$ cat src/hdl/amo_pkg.sv
// Package for the arm motion odometer: field widths, command and register codes,
// sequencer state type. No dependencies.
`default_nettype none
package amo_pkg;

	localparam int JOINT_COUNT  = 6;
	localparam int JOINT_FIELDS = 6;
	localparam int TOOL_AXES    = 3;
	localparam int NAXES        = TOOL_AXES + JOINT_COUNT;

	localparam int POS_W   = 24;
	localparam int THR_W   = 20;
	localparam int ACC_W   = 48;
	localparam int SEG_W   = 16;
	localparam int SQ_W    = 50;
	localparam int ROOT_W  = SQ_W / 2;
	localparam int REM_W   = ROOT_W + 2;
	localparam int CFG_IDX_W = 2;

	localparam int SQ_STEPS = ROOT_W;

	localparam logic [THR_W-1:0] THR_RESET = THR_W'(100);
	localparam logic [ACC_W-1:0] ACC_MAX   = '1;

	typedef enum logic [1:0] {
		MODE_SAMPLE = 2'd0,
		MODE_START  = 2'd1,
		MODE_STOP   = 2'd2
	} mode_t;

	typedef enum logic [CFG_IDX_W-1:0] {
		REG_TOOL_THR  = CFG_IDX_W'(0),
		REG_JOINT_THR = CFG_IDX_W'(1)
	} reg_idx_t;

	typedef enum logic [2:0] {
		ST_IDLE,
		ST_DIFF,
		ST_SQRT,
		ST_ACC,
		ST_EMIT
	} state_t;

endpackage
`default_nettype wire

$ cat src/hdl/amo_cmd_if.sv
// Command and sample request channel of the arm motion odometer.
// Depends on amo_pkg.
`default_nettype none
interface amo_cmd_if;
	import amo_pkg::*;

	logic                    valid;
	logic                    ready;
	logic [1:0]              mode;
	logic signed [POS_W-1:0] tool_x;
	logic signed [POS_W-1:0] tool_y;
	logic signed [POS_W-1:0] tool_z;
	logic signed [POS_W-1:0] joint_0;
	logic signed [POS_W-1:0] joint_1;
	logic signed [POS_W-1:0] joint_2;
	logic signed [POS_W-1:0] joint_3;
	logic signed [POS_W-1:0] joint_4;
	logic signed [POS_W-1:0] joint_5;

	modport source (output valid, mode, tool_x, tool_y, tool_z,
		joint_0, joint_1, joint_2, joint_3, joint_4, joint_5, input ready);
	modport sink (input valid, mode, tool_x, tool_y, tool_z,
		joint_0, joint_1, joint_2, joint_3, joint_4, joint_5, output ready);

endinterface
`default_nettype wire

$ cat src/hdl/amo_res_if.sv
// Segment totals result channel of the arm motion odometer.
// Depends on amo_pkg.
`default_nettype none
interface amo_res_if;
	import amo_pkg::*;

	logic             valid;
	logic             ready;
	logic [SEG_W-1:0] segment_number;
	logic             had_data;
	logic [ACC_W-1:0] tool_path_total;
	logic [ACC_W-1:0] joint_total_0;
	logic [ACC_W-1:0] joint_total_1;
	logic [ACC_W-1:0] joint_total_2;
	logic [ACC_W-1:0] joint_total_3;
	logic [ACC_W-1:0] joint_total_4;
	logic [ACC_W-1:0] joint_total_5;

	modport source (output valid, segment_number, had_data, tool_path_total,
		joint_total_0, joint_total_1, joint_total_2, joint_total_3,
		joint_total_4, joint_total_5, input ready);
	modport sink (input valid, segment_number, had_data, tool_path_total,
		joint_total_0, joint_total_1, joint_total_2, joint_total_3,
		joint_total_4, joint_total_5, output ready);

endinterface
`default_nettype wire

$ cat src/hdl/amo_cfg_if.sv
// Register write channel of the arm motion odometer.
// Depends on amo_pkg.
`default_nettype none
interface amo_cfg_if;
	import amo_pkg::*;

	logic                 valid;
	logic                 ready;
	logic [CFG_IDX_W-1:0] index;
	logic [THR_W-1:0]     data;

	modport source (output valid, index, data, input ready);
	modport sink (input valid, index, data, output ready);

endinterface
`default_nettype wire

$ cat src/hdl/arm_motion_odometer_unit.sv
// Arm motion odometer: per-segment tool path and joint motion totals.
// Depends on amo_pkg, amo_cmd_if, amo_res_if and amo_cfg_if.
//
// Start commands, and stops that do not report, are handled in the idle state. A
// stop that reports passes an emit state to hand its totals to the output register,
// waiting there while that register is still full. A position sample that is
// compared with the reference walks the axes through one shared subtract/absolute
// unit, one 24 x 24 multiplier and a 25-step restoring square root; when it counts
// as movement, one saturating 48-bit adder then updates the accumulators in turn.
// The block takes no request meanwhile; register writes are accepted at any time.
`default_nettype none
module arm_motion_odometer_unit (
	input  wire logic clk,
	input  wire logic arst_n,
	amo_cmd_if.sink   cmd,
	amo_res_if.source res,
	amo_cfg_if.sink   cfg
);
	import amo_pkg::*;

	localparam int AX_W  = (NAXES > 1) ? $clog2(NAXES) : 1;
	localparam int JW    = (JOINT_COUNT > 1) ? $clog2(JOINT_COUNT) : 1;
	localparam int AI_W  = $clog2(JOINT_COUNT + 1);
	localparam int CNT_W = $clog2(SQ_STEPS);

	state_t state_q, state_d;

	logic             recording_q, awaiting_q;
	logic [SEG_W-1:0] seg_q;
	logic [THR_W-1:0] tthr_q, jthr_q;

	logic signed [POS_W-1:0] smp_in [NAXES];
	logic signed [POS_W-1:0] jf_in  [JOINT_FIELDS];
	logic signed [POS_W-1:0] smp_q  [NAXES];
	logic signed [POS_W-1:0] ref_q  [NAXES];

	logic [AX_W-1:0]  idx_q;
	logic             issue_done_q;
	logic [POS_W-1:0] absd_s1;
	logic [AX_W-1:0]  ax_s1;
	logic             vld_s1;
	logic [2*POS_W-1:0] prod_s2;
	logic             vld_s2;
	logic [SQ_W-1:0]  sq_q, rad_q;
	logic [REM_W-1:0] rem_q;
	logic [ROOT_W-1:0] root_q, root_nx;
	logic [CNT_W-1:0] cnt_q;
	logic             moved_q, moved_now;
	logic [POS_W-1:0] jstep_q [JOINT_COUNT];
	logic [ACC_W-1:0] acc_q [JOINT_COUNT + 1];
	logic [AI_W-1:0]  aidx_q;

	logic             out_valid_q;
	logic [SEG_W-1:0] out_seg_q;
	logic             out_had_q;
	logic [ACC_W-1:0] out_tool_q;
	logic [ACC_W-1:0] out_jt_q [JOINT_FIELDS];

	logic             cmd_acc, load_out;
	logic signed [POS_W:0] diff;
	logic [POS_W:0]   diff_abs;
	logic [REM_W+1:0] sq_raw, sq_trial;
	logic             sq_ge;
	logic [ROOT_W-1:0] step_op;
	logic [ACC_W:0]   acc_sum;

	assign jf_in[0] = cmd.joint_0;
	assign jf_in[1] = cmd.joint_1;
	assign jf_in[2] = cmd.joint_2;
	assign jf_in[3] = cmd.joint_3;
	assign jf_in[4] = cmd.joint_4;
	assign jf_in[5] = cmd.joint_5;

	always_comb begin
		smp_in[0] = cmd.tool_x;
		smp_in[1] = cmd.tool_y;
		smp_in[2] = cmd.tool_z;
		for (int j = 0; j < JOINT_COUNT; j++) begin
			if (j < JOINT_FIELDS)
				smp_in[TOOL_AXES + j] = jf_in[j];
			else
				smp_in[TOOL_AXES + j] = '0;
		end
	end

	// shared subtract and absolute value
	always_comb begin
		diff = {smp_q[idx_q][POS_W-1], smp_q[idx_q]} - {ref_q[idx_q][POS_W-1], ref_q[idx_q]};
		diff_abs = diff[POS_W] ? (POS_W+1)'(-diff) : (POS_W+1)'(diff);
	end

	// one restoring square root step
	always_comb begin
		sq_raw   = {rem_q, rad_q[SQ_W-1 -: 2]};
		sq_trial = (REM_W+2)'({root_q, 2'b01});
		sq_ge    = sq_raw >= sq_trial;
		root_nx  = {root_q[ROOT_W-2:0], sq_ge};
		moved_now = moved_q || (root_nx > ROOT_W'(tthr_q));
	end

	// shared saturating adder
	always_comb begin
		if (aidx_q == '0)
			step_op = root_q;
		else
			step_op = ROOT_W'(jstep_q[JW'(aidx_q - AI_W'(1))]);
		acc_sum = {1'b0, acc_q[aidx_q]} + (ACC_W+1)'(step_op);
	end

	// next state
	always_comb begin
		state_d = state_q;
		unique case (state_q)
			ST_IDLE: begin
				if (cmd.valid) begin
					unique case (mode_t'(cmd.mode))
						MODE_SAMPLE: if (recording_q && !awaiting_q) state_d = ST_DIFF;
						MODE_STOP:   if (recording_q) state_d = ST_EMIT;
						default:     state_d = ST_IDLE;
					endcase
				end
			end
			ST_DIFF: if (issue_done_q && !vld_s1 && !vld_s2) state_d = ST_SQRT;
			ST_SQRT: if (cnt_q == CNT_W'(SQ_STEPS - 1)) state_d = moved_now ? ST_ACC : ST_IDLE;
			ST_ACC:  if (aidx_q == AI_W'(JOINT_COUNT)) state_d = ST_IDLE;
			ST_EMIT: if (!out_valid_q || res.ready) state_d = ST_IDLE;
			default: state_d = ST_IDLE;
		endcase
	end

	// handshake outputs
	always_comb begin
		cmd.ready = (state_q == ST_IDLE);
		cfg.ready = 1'b1;
		res.valid = out_valid_q;
		cmd_acc   = cmd.valid && (state_q == ST_IDLE);
		load_out  = (state_q == ST_EMIT) && (!out_valid_q || res.ready);
	end

	always_ff @(posedge clk or negedge arst_n) begin
		if (!arst_n)
			state_q <= ST_IDLE;
		else
			state_q <= state_d;
	end

	always_ff @(posedge clk or negedge arst_n) begin
		if (!arst_n) begin
			tthr_q <= THR_RESET;
			jthr_q <= THR_RESET;
		end else if (cfg.valid) begin
			case (reg_idx_t'(cfg.index))
				REG_TOOL_THR:  tthr_q <= cfg.data;
				REG_JOINT_THR: jthr_q <= cfg.data;
				default: ;
			endcase
		end
	end

	// segment control
	always_ff @(posedge clk or negedge arst_n) begin
		if (!arst_n) begin
			recording_q <= 1'b0;
			awaiting_q  <= 1'b1;
			seg_q       <= '0;
		end else if (cmd_acc) begin
			case (mode_t'(cmd.mode))
				MODE_START: begin
					seg_q       <= seg_q + SEG_W'(1);
					awaiting_q  <= 1'b1;
					recording_q <= 1'b1;
				end
				MODE_STOP: recording_q <= 1'b0;
				MODE_SAMPLE: if (recording_q) awaiting_q <= 1'b0;
				default: ;
			endcase
		end
	end

	// sample and reference
	always_ff @(posedge clk or negedge arst_n) begin
		if (!arst_n) begin
			for (int i = 0; i < NAXES; i++) ref_q[i] <= '0;
		end else if (cmd_acc && mode_t'(cmd.mode) == MODE_SAMPLE && recording_q && awaiting_q) begin
			ref_q <= smp_in;
		end else if (state_q == ST_ACC && aidx_q == AI_W'(JOINT_COUNT)) begin
			ref_q <= smp_q;
		end
	end

	always_ff @(posedge clk) begin
		if (cmd_acc)
			smp_q <= smp_in;
	end

	// axis walk: difference, square, sum
	always_ff @(posedge clk or negedge arst_n) begin
		if (!arst_n) begin
			idx_q        <= '0;
			issue_done_q <= 1'b0;
			vld_s1       <= 1'b0;
			vld_s2       <= 1'b0;
			moved_q      <= 1'b0;
		end else begin
			if (cmd_acc) begin
				idx_q        <= '0;
				issue_done_q <= 1'b0;
				moved_q      <= 1'b0;
			end else if (state_q == ST_DIFF && !issue_done_q) begin
				idx_q <= idx_q + AX_W'(1);
				if (idx_q == AX_W'(NAXES - 1)) issue_done_q <= 1'b1;
			end
			vld_s1 <= (state_q == ST_DIFF) && !issue_done_q;
			vld_s2 <= vld_s1 && (ax_s1 < AX_W'(TOOL_AXES));
			if (vld_s1 && ax_s1 >= AX_W'(TOOL_AXES) && ({1'b0, absd_s1} > (POS_W+1)'(jthr_q)))
				moved_q <= 1'b1;
		end
	end

	always_ff @(posedge clk) begin
		absd_s1 <= diff_abs[POS_W-1:0];
		ax_s1   <= idx_q;
		prod_s2 <= absd_s1 * absd_s1;
		if (vld_s1 && ax_s1 >= AX_W'(TOOL_AXES))
			jstep_q[JW'(ax_s1 - AX_W'(TOOL_AXES))] <= absd_s1;
		if (cmd_acc)
			sq_q <= '0;
		else if (vld_s2)
			sq_q <= sq_q + SQ_W'(prod_s2);
	end

	// square root
	always_ff @(posedge clk or negedge arst_n) begin
		if (!arst_n) begin
			cnt_q <= '0;
		end else if (state_q == ST_DIFF) begin
			cnt_q <= '0;
		end else if (state_q == ST_SQRT) begin
			cnt_q <= cnt_q + CNT_W'(1);
		end
	end

	always_ff @(posedge clk) begin
		if (state_q == ST_DIFF) begin
			rad_q  <= sq_q;
			rem_q  <= '0;
			root_q <= '0;
		end else if (state_q == ST_SQRT) begin
			rad_q  <= rad_q << 2;
			rem_q  <= sq_ge ? REM_W'(sq_raw - sq_trial) : REM_W'(sq_raw);
			root_q <= root_nx;
		end
	end

	// accumulators
	always_ff @(posedge clk or negedge arst_n) begin
		if (!arst_n) begin
			aidx_q <= '0;
			for (int i = 0; i <= JOINT_COUNT; i++) acc_q[i] <= '0;
		end else begin
			if (cmd_acc && mode_t'(cmd.mode) == MODE_START) begin
				for (int i = 0; i <= JOINT_COUNT; i++) acc_q[i] <= '0;
			end else if (state_q == ST_ACC) begin
				acc_q[aidx_q] <= acc_sum[ACC_W] ? ACC_MAX : acc_sum[ACC_W-1:0];
			end
			if (state_q == ST_ACC)
				aidx_q <= aidx_q + AI_W'(1);
			else
				aidx_q <= '0;
		end
	end

	// output register
	always_ff @(posedge clk or negedge arst_n) begin
		if (!arst_n)
			out_valid_q <= 1'b0;
		else if (load_out)
			out_valid_q <= 1'b1;
		else if (res.ready)
			out_valid_q <= 1'b0;
	end

	always_ff @(posedge clk) begin
		if (load_out) begin
			out_seg_q  <= seg_q;
			out_had_q  <= !awaiting_q;
			out_tool_q <= acc_q[0];
			for (int j = 0; j < JOINT_FIELDS; j++) begin
				if (j < JOINT_COUNT)
					out_jt_q[j] <= acc_q[j + 1];
				else
					out_jt_q[j] <= '0;
			end
		end
	end

	assign res.segment_number  = out_seg_q;
	assign res.had_data        = out_had_q;
	assign res.tool_path_total = out_tool_q;
	assign res.joint_total_0   = out_jt_q[0];
	assign res.joint_total_1   = out_jt_q[1];
	assign res.joint_total_2   = out_jt_q[2];
	assign res.joint_total_3   = out_jt_q[3];
	assign res.joint_total_4   = out_jt_q[4];
	assign res.joint_total_5   = out_jt_q[5];

`ifndef SYNTHESIS
	a_acc_from_sqrt: assert property (@(posedge clk) disable iff (!arst_n)
		(state_q == ST_ACC && $past(state_q) != ST_ACC) |-> $past(state_q) == ST_SQRT)
		else $error("accumulate phase entered without square root");

	a_root_floor: assert property (@(posedge clk) disable iff (!arst_n)
		state_q == ST_ACC |->
			((52'(root_q) * 52'(root_q)) <= 52'(sq_q)) &&
			((52'(root_q) + 52'd1) * (52'(root_q) + 52'd1) > 52'(sq_q)))
		else $error("tool step is not the floor square root");

	a_empty_segment: assert property (@(posedge clk) disable iff (!arst_n)
		(res.valid && !res.had_data) |-> (res.tool_path_total == '0 && res.joint_total_0 == '0))
		else $error("segment without data reports motion");
`endif

endmodule
`default_nettype wire

$ cat src/flat_wrapper.sv
// flat-port wrapper written by rule: the top's interface ports become plain ports
module arm_motion_odometer_unit_flat import amo_pkg::*;
  (clk, arst_n, cmd_valid, cmd_mode, cmd_tool_x, cmd_tool_y, cmd_tool_z, cmd_joint_0, cmd_joint_1, cmd_joint_2, cmd_joint_3, cmd_joint_4, cmd_joint_5, cmd_ready, res_valid, res_segment_number, res_had_data, res_tool_path_total, res_joint_total_0, res_joint_total_1, res_joint_total_2, res_joint_total_3, res_joint_total_4, res_joint_total_5, res_ready, cfg_valid, cfg_index, cfg_data, cfg_ready);
  amo_cmd_if cmd_i ();
  amo_res_if res_i ();
  amo_cfg_if cfg_i ();
  input  wire logic clk;
  input  wire logic arst_n;
  input wire logic [$bits(cmd_i.valid)-1:0] cmd_valid;
  input wire logic [$bits(cmd_i.mode)-1:0] cmd_mode;
  input wire logic [$bits(cmd_i.tool_x)-1:0] cmd_tool_x;
  input wire logic [$bits(cmd_i.tool_y)-1:0] cmd_tool_y;
  input wire logic [$bits(cmd_i.tool_z)-1:0] cmd_tool_z;
  input wire logic [$bits(cmd_i.joint_0)-1:0] cmd_joint_0;
  input wire logic [$bits(cmd_i.joint_1)-1:0] cmd_joint_1;
  input wire logic [$bits(cmd_i.joint_2)-1:0] cmd_joint_2;
  input wire logic [$bits(cmd_i.joint_3)-1:0] cmd_joint_3;
  input wire logic [$bits(cmd_i.joint_4)-1:0] cmd_joint_4;
  input wire logic [$bits(cmd_i.joint_5)-1:0] cmd_joint_5;
  output wire logic [$bits(cmd_i.ready)-1:0] cmd_ready;
  output wire logic [$bits(res_i.valid)-1:0] res_valid;
  output wire logic [$bits(res_i.segment_number)-1:0] res_segment_number;
  output wire logic [$bits(res_i.had_data)-1:0] res_had_data;
  output wire logic [$bits(res_i.tool_path_total)-1:0] res_tool_path_total;
  output wire logic [$bits(res_i.joint_total_0)-1:0] res_joint_total_0;
  output wire logic [$bits(res_i.joint_total_1)-1:0] res_joint_total_1;
  output wire logic [$bits(res_i.joint_total_2)-1:0] res_joint_total_2;
  output wire logic [$bits(res_i.joint_total_3)-1:0] res_joint_total_3;
  output wire logic [$bits(res_i.joint_total_4)-1:0] res_joint_total_4;
  output wire logic [$bits(res_i.joint_total_5)-1:0] res_joint_total_5;
  input wire logic [$bits(res_i.ready)-1:0] res_ready;
  input wire logic [$bits(cfg_i.valid)-1:0] cfg_valid;
  input wire logic [$bits(cfg_i.index)-1:0] cfg_index;
  input wire logic [$bits(cfg_i.data)-1:0] cfg_data;
  output wire logic [$bits(cfg_i.ready)-1:0] cfg_ready;
  assign cmd_i.valid = cmd_valid;
  assign cmd_i.mode = cmd_mode;
  assign cmd_i.tool_x = cmd_tool_x;
  assign cmd_i.tool_y = cmd_tool_y;
  assign cmd_i.tool_z = cmd_tool_z;
  assign cmd_i.joint_0 = cmd_joint_0;
  assign cmd_i.joint_1 = cmd_joint_1;
  assign cmd_i.joint_2 = cmd_joint_2;
  assign cmd_i.joint_3 = cmd_joint_3;
  assign cmd_i.joint_4 = cmd_joint_4;
  assign cmd_i.joint_5 = cmd_joint_5;
  assign cmd_ready = cmd_i.ready;
  assign res_valid = res_i.valid;
  assign res_segment_number = res_i.segment_number;
  assign res_had_data = res_i.had_data;
  assign res_tool_path_total = res_i.tool_path_total;
  assign res_joint_total_0 = res_i.joint_total_0;
  assign res_joint_total_1 = res_i.joint_total_1;
  assign res_joint_total_2 = res_i.joint_total_2;
  assign res_joint_total_3 = res_i.joint_total_3;
  assign res_joint_total_4 = res_i.joint_total_4;
  assign res_joint_total_5 = res_i.joint_total_5;
  assign res_i.ready = res_ready;
  assign cfg_i.valid = cfg_valid;
  assign cfg_i.index = cfg_index;
  assign cfg_i.data = cfg_data;
  assign cfg_ready = cfg_i.ready;
  arm_motion_odometer_unit u_core (.clk(clk), .arst_n(arst_n), .cmd(cmd_i), .res(res_i), .cfg(cfg_i));
endmodule
$ cat config.mk
export PLATFORM = sky130hd
export DESIGN_NAME = arm_motion_odometer_unit_flat
export DESIGN_NICKNAME = d
export VERILOG_FILES = /design/src/hdl/amo_pkg.sv /design/src/hdl/amo_cmd_if.sv /design/src/hdl/amo_res_if.sv /design/src/hdl/amo_cfg_if.sv /design/src/hdl/arm_motion_odometer_unit.sv /design/src/flat_wrapper.sv
export SDC_FILE = /design/constraint.sdc
export NUM_CORES = 2
export LEC_CHECK = 0
export BUFFER_PORTS_ARGS = -buffer_cell sky130_fd_sc_hd__buf_2
export CORE_AREA = 2 2 466 468
export DETAILED_ROUTE_END_ITERATION = 8
export DIE_AREA = 0 0 468 470
export GPL_TIMING_DRIVEN = 0
export REMOVE_ABC_BUFFERS = 1
export SETUP_SLACK_MARGIN = 0.05
export SKIP_LAST_GASP = 1
export SYNTH_ARGS = -nofsm -noshare
export SYNTH_HDL_FRONTEND = slang
export SYNTH_SLANG_ARGS = --single-unit
$ cat constraint.sdc
create_clock -name clk -period 15.1 [get_ports clk]
set_input_delay 1.51 -clock clk [delete_from_list [all_inputs] [get_ports clk]]
set_output_delay 1.51 -clock clk [all_outputs]
set_load 0.01 [all_outputs]
# ---- Word level (Yosys, flattened, before mapping)
# Memory sizes are Yosys's and may differ from the RTL's.
# Index checks and enable logic that the tools add are counted.
dict set report word_totals {
  regBits 1139
  latch_bits 0
  mem_bits_rw 432
  rom_bits 0
  input_bits 245
  elab_cells 184
  n_memories 2
}
# memory words width read_ports rd_clocked_by_memory_dff write_ports line_no
set mem_list {}
lappend mem_list {u_core.out_jt_q 6 48 6 0 6 arm_motion_odometer_unit.sv:57} ;# logic [ACC_W-1:0] out_jt_q [JOINT_FIELDS];
lappend mem_list {u_core.jstep_q 6 24 1 0 1 arm_motion_odometer_unit.sv:49} ;# logic [POS_W-1:0] jstep_q [JOINT_COUNT];
dict set report op_classes {
  n_addsub 11
  n_mul 1
  div 0
  magnitude_cmp 8
  eq_ne 18
  n_shift 0
  muxes 51
  bitwise_logic 2
  n_reduce_logical 42
}
# op count
set op_table {}
lappend op_table {{2-to-1 mux 336 bit} 2}
lappend op_table {{2-to-1 mux 216 bit} 2}
lappend op_table {{bitwise mux 336 bit} 1}
lappend op_table {{binary-select mux 24 bit (select 4 bit)} 2}
lappend op_table {{2-to-1 mux 48 bit} 4}
lappend op_table {{binary-select mux 48 bit (select 3 bit)} 1}
lappend op_table {{demux 48 bit (select 3 bit)} 1}
lappend op_table {{2-to-1 mux 24 bit} 5}
lappend op_table {{2-to-1 mux 50 bit} 2}
lappend op_table {{adder 50 x 48 -> 50 bit} 1}
lappend op_table {{adder 48 x 25 -> 49 bit} 1}
lappend op_table {{multiplier 24 x 24 -> 48 bit} 1}
lappend op_table {{greater-or-equal comparator 29 x 27 -> 1 bit} 1}
lappend op_table {{2-to-1 mux 27 bit} 1}
lappend op_table {{subtractor 27 bit} 1}
lappend op_table {{> comparator 25 x 20 -> 1 bit} 1}
lappend op_table {{2-to-1 mux 25 bit} 1}
lappend op_table {{subtractor 24 x 24 -> 25 bit} 1}
lappend op_table {{> comparator 24 x 20 -> 1 bit} 1}
lappend op_table {{2-to-1 mux 3 bit} 8}
lappend op_table {{negation 24 bit} 1}
lappend op_table {{nonzero test 2 bit} 9}
lappend op_table {{adder 16 x 1 -> 16 bit, second input constant} 1}
lappend op_table {{logical AND 1 bit} 15}
lappend op_table {{36 further kinds} 69}

# ---- Longest topological paths before layout
dict set report depth {
  ltp_word 9
  mapped_depth 29
  mapped_depth_nobuf 28
}

# ---- Worst setup path before layout
# Ideal clock, no wire load.
dict set report synth_timing {
  kind {input -> register}
  from {in res_ready}
  to {mem u_core.out_jt_q[0][0] (enable)}
  setup_ns 0.763
  arrival_time_ns 9.723
  t_required_ns 14.337
  setup_slack_ns 4.614
  path_stages 2
  path_buffers 0
  path_cell_list {nand2b_1 and3_1}
}
# item line_no
set synth_rtl {}
lappend synth_rtl {{from (decl)} flat_wrapper.sv:31} ;# input wire logic [$bits(res_i.ready)-1:0] res_ready;
lappend synth_rtl {{to (decl)} arm_motion_odometer_unit.sv:57}

# ---- Worst setup path in the final report
dict set report layout_timing {
  from {reg u_core.aidx_q[0]}
  to {reg u_core.acc_q[108] (netlist bit)}
}
dict set report layout_via {
  elab_chain_len 9
}
# item line_no
set layout_lines {}
lappend layout_lines {{from (decl)} arm_motion_odometer_unit.sv:51} ;# logic [AI_W-1:0] aidx_q;
lappend layout_lines {{from (signal assigned)} arm_motion_odometer_unit.sv:267} ;# aidx_q <= aidx_q + AI_W'(1);
lappend layout_lines {{branches (longest 6 deep; another with adder 48 x 25 -> 49 bit)} --}
lappend layout_lines {{bitwise mux 336 bit *} arm_motion_odometer_unit.sv:264} ;# acc_q[aidx_q] <= acc_sum[ACC_W] ? ACC_MAX : acc_sum[ACC_W-1:0];
lappend layout_lines {{2-to-1 mux 336 bit *} arm_motion_odometer_unit.sv:263} ;# end else if (state_q == ST_ACC) begin
lappend layout_lines {{2-to-1 mux 336 bit *} arm_motion_odometer_unit.sv:261} ;# if (cmd_acc && mode_t'(cmd.mode) == MODE_START) begin
lappend layout_lines {{to (signal, indexed assignment)} arm_motion_odometer_unit.sv:264}
lappend layout_lines {{to (decl)} arm_motion_odometer_unit.sv:50} ;# logic [ACC_W-1:0] acc_q [JOINT_COUNT + 1];
# Mark *: on every way between the ends. The select of a mux whose other input is x is not followed.
# A chain may end at the register's enable or synchronous reset.

==> results.py <==
metrics = {
    "synthesis": {
        "yosys-top-cells-area": "edfxtp_1 27%, dfrtp_1 18%, fa_1 10%",
        "synth_edf_count": 763,
        "synth_top_area_share_pct": 26.8,
        "synth_async_sr_flop_share_pct": 40.1,
        "synth_ff_type": "edfxtp_1",
        "syn_area_um2": 85400,
        "syn-instance-count": 7637,
        "post_synth_num_cell_types": 98,
        "ys_top_cells_by_count": "1190 x nand2_1, 763 x edfxtp_1, 705 x inv_1, 623 x dfrtp_1, 557 x o21ai_0",
        "synth.avg_cell_area_um2": 11.2,
        "synth_seq_cells": 1570,
        "yosys.area.top_type": "edfxtp_1",
        "ys_seq_area_share_pct": 49.5,
        "yosys_warnings": 0,
        "post-synth-top-count-cell": "nand2_1",
    },
    "sta": {
        "max_slew.worst_pin.slew_ns": 1.58,
        "finalMaxSlewViolations": 12,
        "relSlewSlack_pct": -5.51,
        "period_share_pct": 61.7,
        "rsz0062_at_grt": "no",
        "fin_skew_ns": 0.0954,
        "min_period_ns": 9.32,
        "setup_viol": 0,
        "max_freq_ghz": 0.107,
        "hold_viol": 0,
    },
    "cells_and_area": {
        "drive_above_1_share_pct": 15.2,
        "area_growth_syn_to_layout_pct": 15.2,
        "fin_nets": 9116,
        "finish.instance_area_um2": 98400,
        "n_fill_cell": 19711,
    },
    "critical_path": {
        "path_cells": "buf_16, buf_16, buf_16, inv_1, ha_1, mux4_2, o21ai_0, o21ai_0, ha_1, inv_1, fa_1, nor2b_1, o21a_1, o21ai_1, a211oi_1, o31ai_1, a21oi_1, nand2b_1, nor2_4, buf_12, a21oi_1, o21ai_0",
        "worstSetupPathType": "reg -> reg",
        "critPathMaxStageDelay_ns": 1.33,
        "crit_required_ns": 15.81,
        "worstSetupEndpointType": "flop",
        "cpMaxStageDelayCell": "ha_1",
        "crit_arrival_ns": 10.04,
        "critical_path.top_delay_family": "compound AO/OA/AOI/OAI gates",
        "setup.worst_path.start_class": "flop",
        "critical_path.max_fanout": 46,
        "critPathBufInv": 6,
    },
    "clocking": {
        "cts_tree": "built",
        "clock_latency_ns": 0.87,
        "htree_num_levels": 4,
        "cts_resized": 0,
        "cts.sinks": 1570,
        "cts-hold-fix-buffers": 0,
        "cts_inserted_buffers": 166,
        "clkTransAtPathRegs_ns": 0.06,
        "post_cts_buffers": 0,
        "clockBufferDepth": 3,
        "clockRootBuffer": "clkbuf_16",
    },
    "route": {
        "viasPerCell": 5.44,
        "vias": 60396,
        "ant_nets": 1,
        "drc": 0,
        "dr.pass1.iters": 6,
        "routedWlPerCell_um": 22.0,
        "wirelength_mm": 244,
        "first_iter_violations": 5153,
    },
    "floorplanning": {
        "die_y_um": 470,
        "core-area_um2": 216000,
        "die_x_um": 468,
        "initial_core_util_pct": 39.6,
        "rows": 171,
        "design.die.area_um2": 220000,
        "num_io_pins": 601,
    },
    "grt": {
        "antenna_found_initial": 55,
        "gr-usage-all-layers_pct": 22.0,
        "grt_pass1_vias": 60561,
        "grt_max_degree": 117,
        "overflow": 0,
        "grt_pass1_wl_mm": 372,
    },
    "hold_path": {
        "hp-class": "reg -> reg",
    },
    "run": {
        "maxCapViolCount": 2,
    },
    "outcome": {
        "violations": "antenna violations, max-capacitance violations, max-slew violations",
        "status": "finished, violations left",
    },
    "place": {
        "hpwl_mm": 173,
        "gp_congestion": 0.876,
        "io_buffers": 599,
        "place_area_um2": 92500,
    },
}
==> per-stage QoR <==
| stage | setup slack [ns] | TNS, ns | hold slack (ns) | util (%) | std cells |
|---|---|---|---|---|---|
| final | 5.78 | 0 | 0.435 | 45.6 | 11112 |
| after global routing | 5.35 | 0 | 0.448 | 45.6 | 11094 |
| after CTS | 5.79 | 0 | 0.438 | 45.6 | 11089 |
| after detailed placement | 5.84 | 0 | 0.455 | 42.9 | 10778 |
| after global placement | -42.16 | - | 0.450 | 41.9 | 10692 |
| after floorplan | -9.72 | -2099.13 | 0.436 | - | 7239 |
==> cell families (layout without fill, tap and decap cells) <==
logic type	after synthesis	in the layout	share of synthesized area, %
AND/OR/NAND/NOR	2099	2099	10.9
flip-flops	1570	1570	49.5
AO/OA/AOI/OAI	1532	1532	11.1
buffers and inverters	1105	1703	4.92
adder cells (fa/ha/maj)	779	779	15.2
multiplexers	350	350	6.40
XOR/XNOR	201	201	2.06
other	1	24	0.00439
==> final cells by class <==
cell class / count / area [µm²] / share of cell area, %
inverters: 707 / 2670 / 2.71
diodes: 23 / 57.6 / 0.0585
repair buffers: 685 / 4820 / 4.90
clock buffers: 224 / 4530 / 4.61
multi-input cells: 4962 / 39200 / 39.8
well taps: 2854 / 3570 / 3.63
clock inverters: 87 / 1250 / 1.27
flip-flops and latches: 1570 / 42300 / 43.0
==> worst paths after layout <==
check | startpoint | endpoint | slack (ns) | depth (start not counted)
max in group asynchronous | arst_n | u_core.res.valid | 12.46 | 4
worst max register to register | u_core.aidx_q[0] | u_core.acc_q[108] | 5.78 | 22
worst max-delay path | u_core.aidx_q[0] | u_core.acc_q[108] | 5.78 | 22
worst min-delay path | u_core.acc_q[12] | u_core.out_jt_q[5][12] | 0.43 | 0
worst min register to register | u_core.acc_q[12] | u_core.out_jt_q[5][12] | 0.43 | 0
min in group asynchronous | arst_n | u_core.ref_q[166] | 0.58 | 1
==> metal layers <==
metal / share of wire [%] / GRT usage [%] / routed length, µm
met1: 42 / 29.2 / 101000
met2: 48 / 36.0 / 117000
met3: 7.2 / 4.59 / 17500
met4: 3.3 / 7.15 / 8000
met5: 0.15 / 0 / 364
==> cells in the final DEF (no fill, tap or decap), types with 21 or more instances in the layout <==
cell type / instances
buf_16: 37
o22ai_1: 27
a31oi_1: 24
ha_1: 354
buf_12: 31
fa_1: 425
nand4_1: 34
mux2_2: 50
a22oi_1: 235
nand2b_1: 22
xor2_1: 64
xnor2_1: 136
nor2b_1: 37
a22o_1: 21
a21o_1: 109
nor3_1: 49
nor2_1: 254
mux4_2: 152
and2_1: 134
o21a_1: 43
dfrtp_1: 615
dfxtp_2: 24
nand2_1: 1185
clkbuf_16: 166
and3_1: 28
edfxtp_1: 763
inv_1: 702
buf_2: 598
clkbuf_1: 42
clkinv_1: 25
dfxtp_1: 153
mux2i_1: 148
diode_2: 23
o21ai_0: 557
clkinv_2: 22
a21oi_1: 316
nand3_1: 225
==> registers in the layout, indices dropped and copies added, names as in the netlist, 3 cells and up <==
register and count:
u_core.state_q 3, u_core.rad_q 50, u_core.aidx_q 3, u_core.root_q 25, u_core.sq_q 50, u_core.prod_s2 47
u_core.ax_s1 4, u_core.absd_s1 24, u_core.smp_q 216, u_core.cnt_q 5, u_core.jthr_q 20, u_core.res.segment_number 16
u_core.seg_q 16, u_core.rem_q 27, u_core.idx_q 4, u_core.tthr_q 20, u_core.ref_q 216, u_core.out_jt_q 288
u_core.jstep_q 144, u_core.res.tool_path_total 48, u_core.acc_q 336
Power is left out: the tool's default activity adds up to more than one toggle a clock period on the data nets, which glitch-free logic cannot reach.
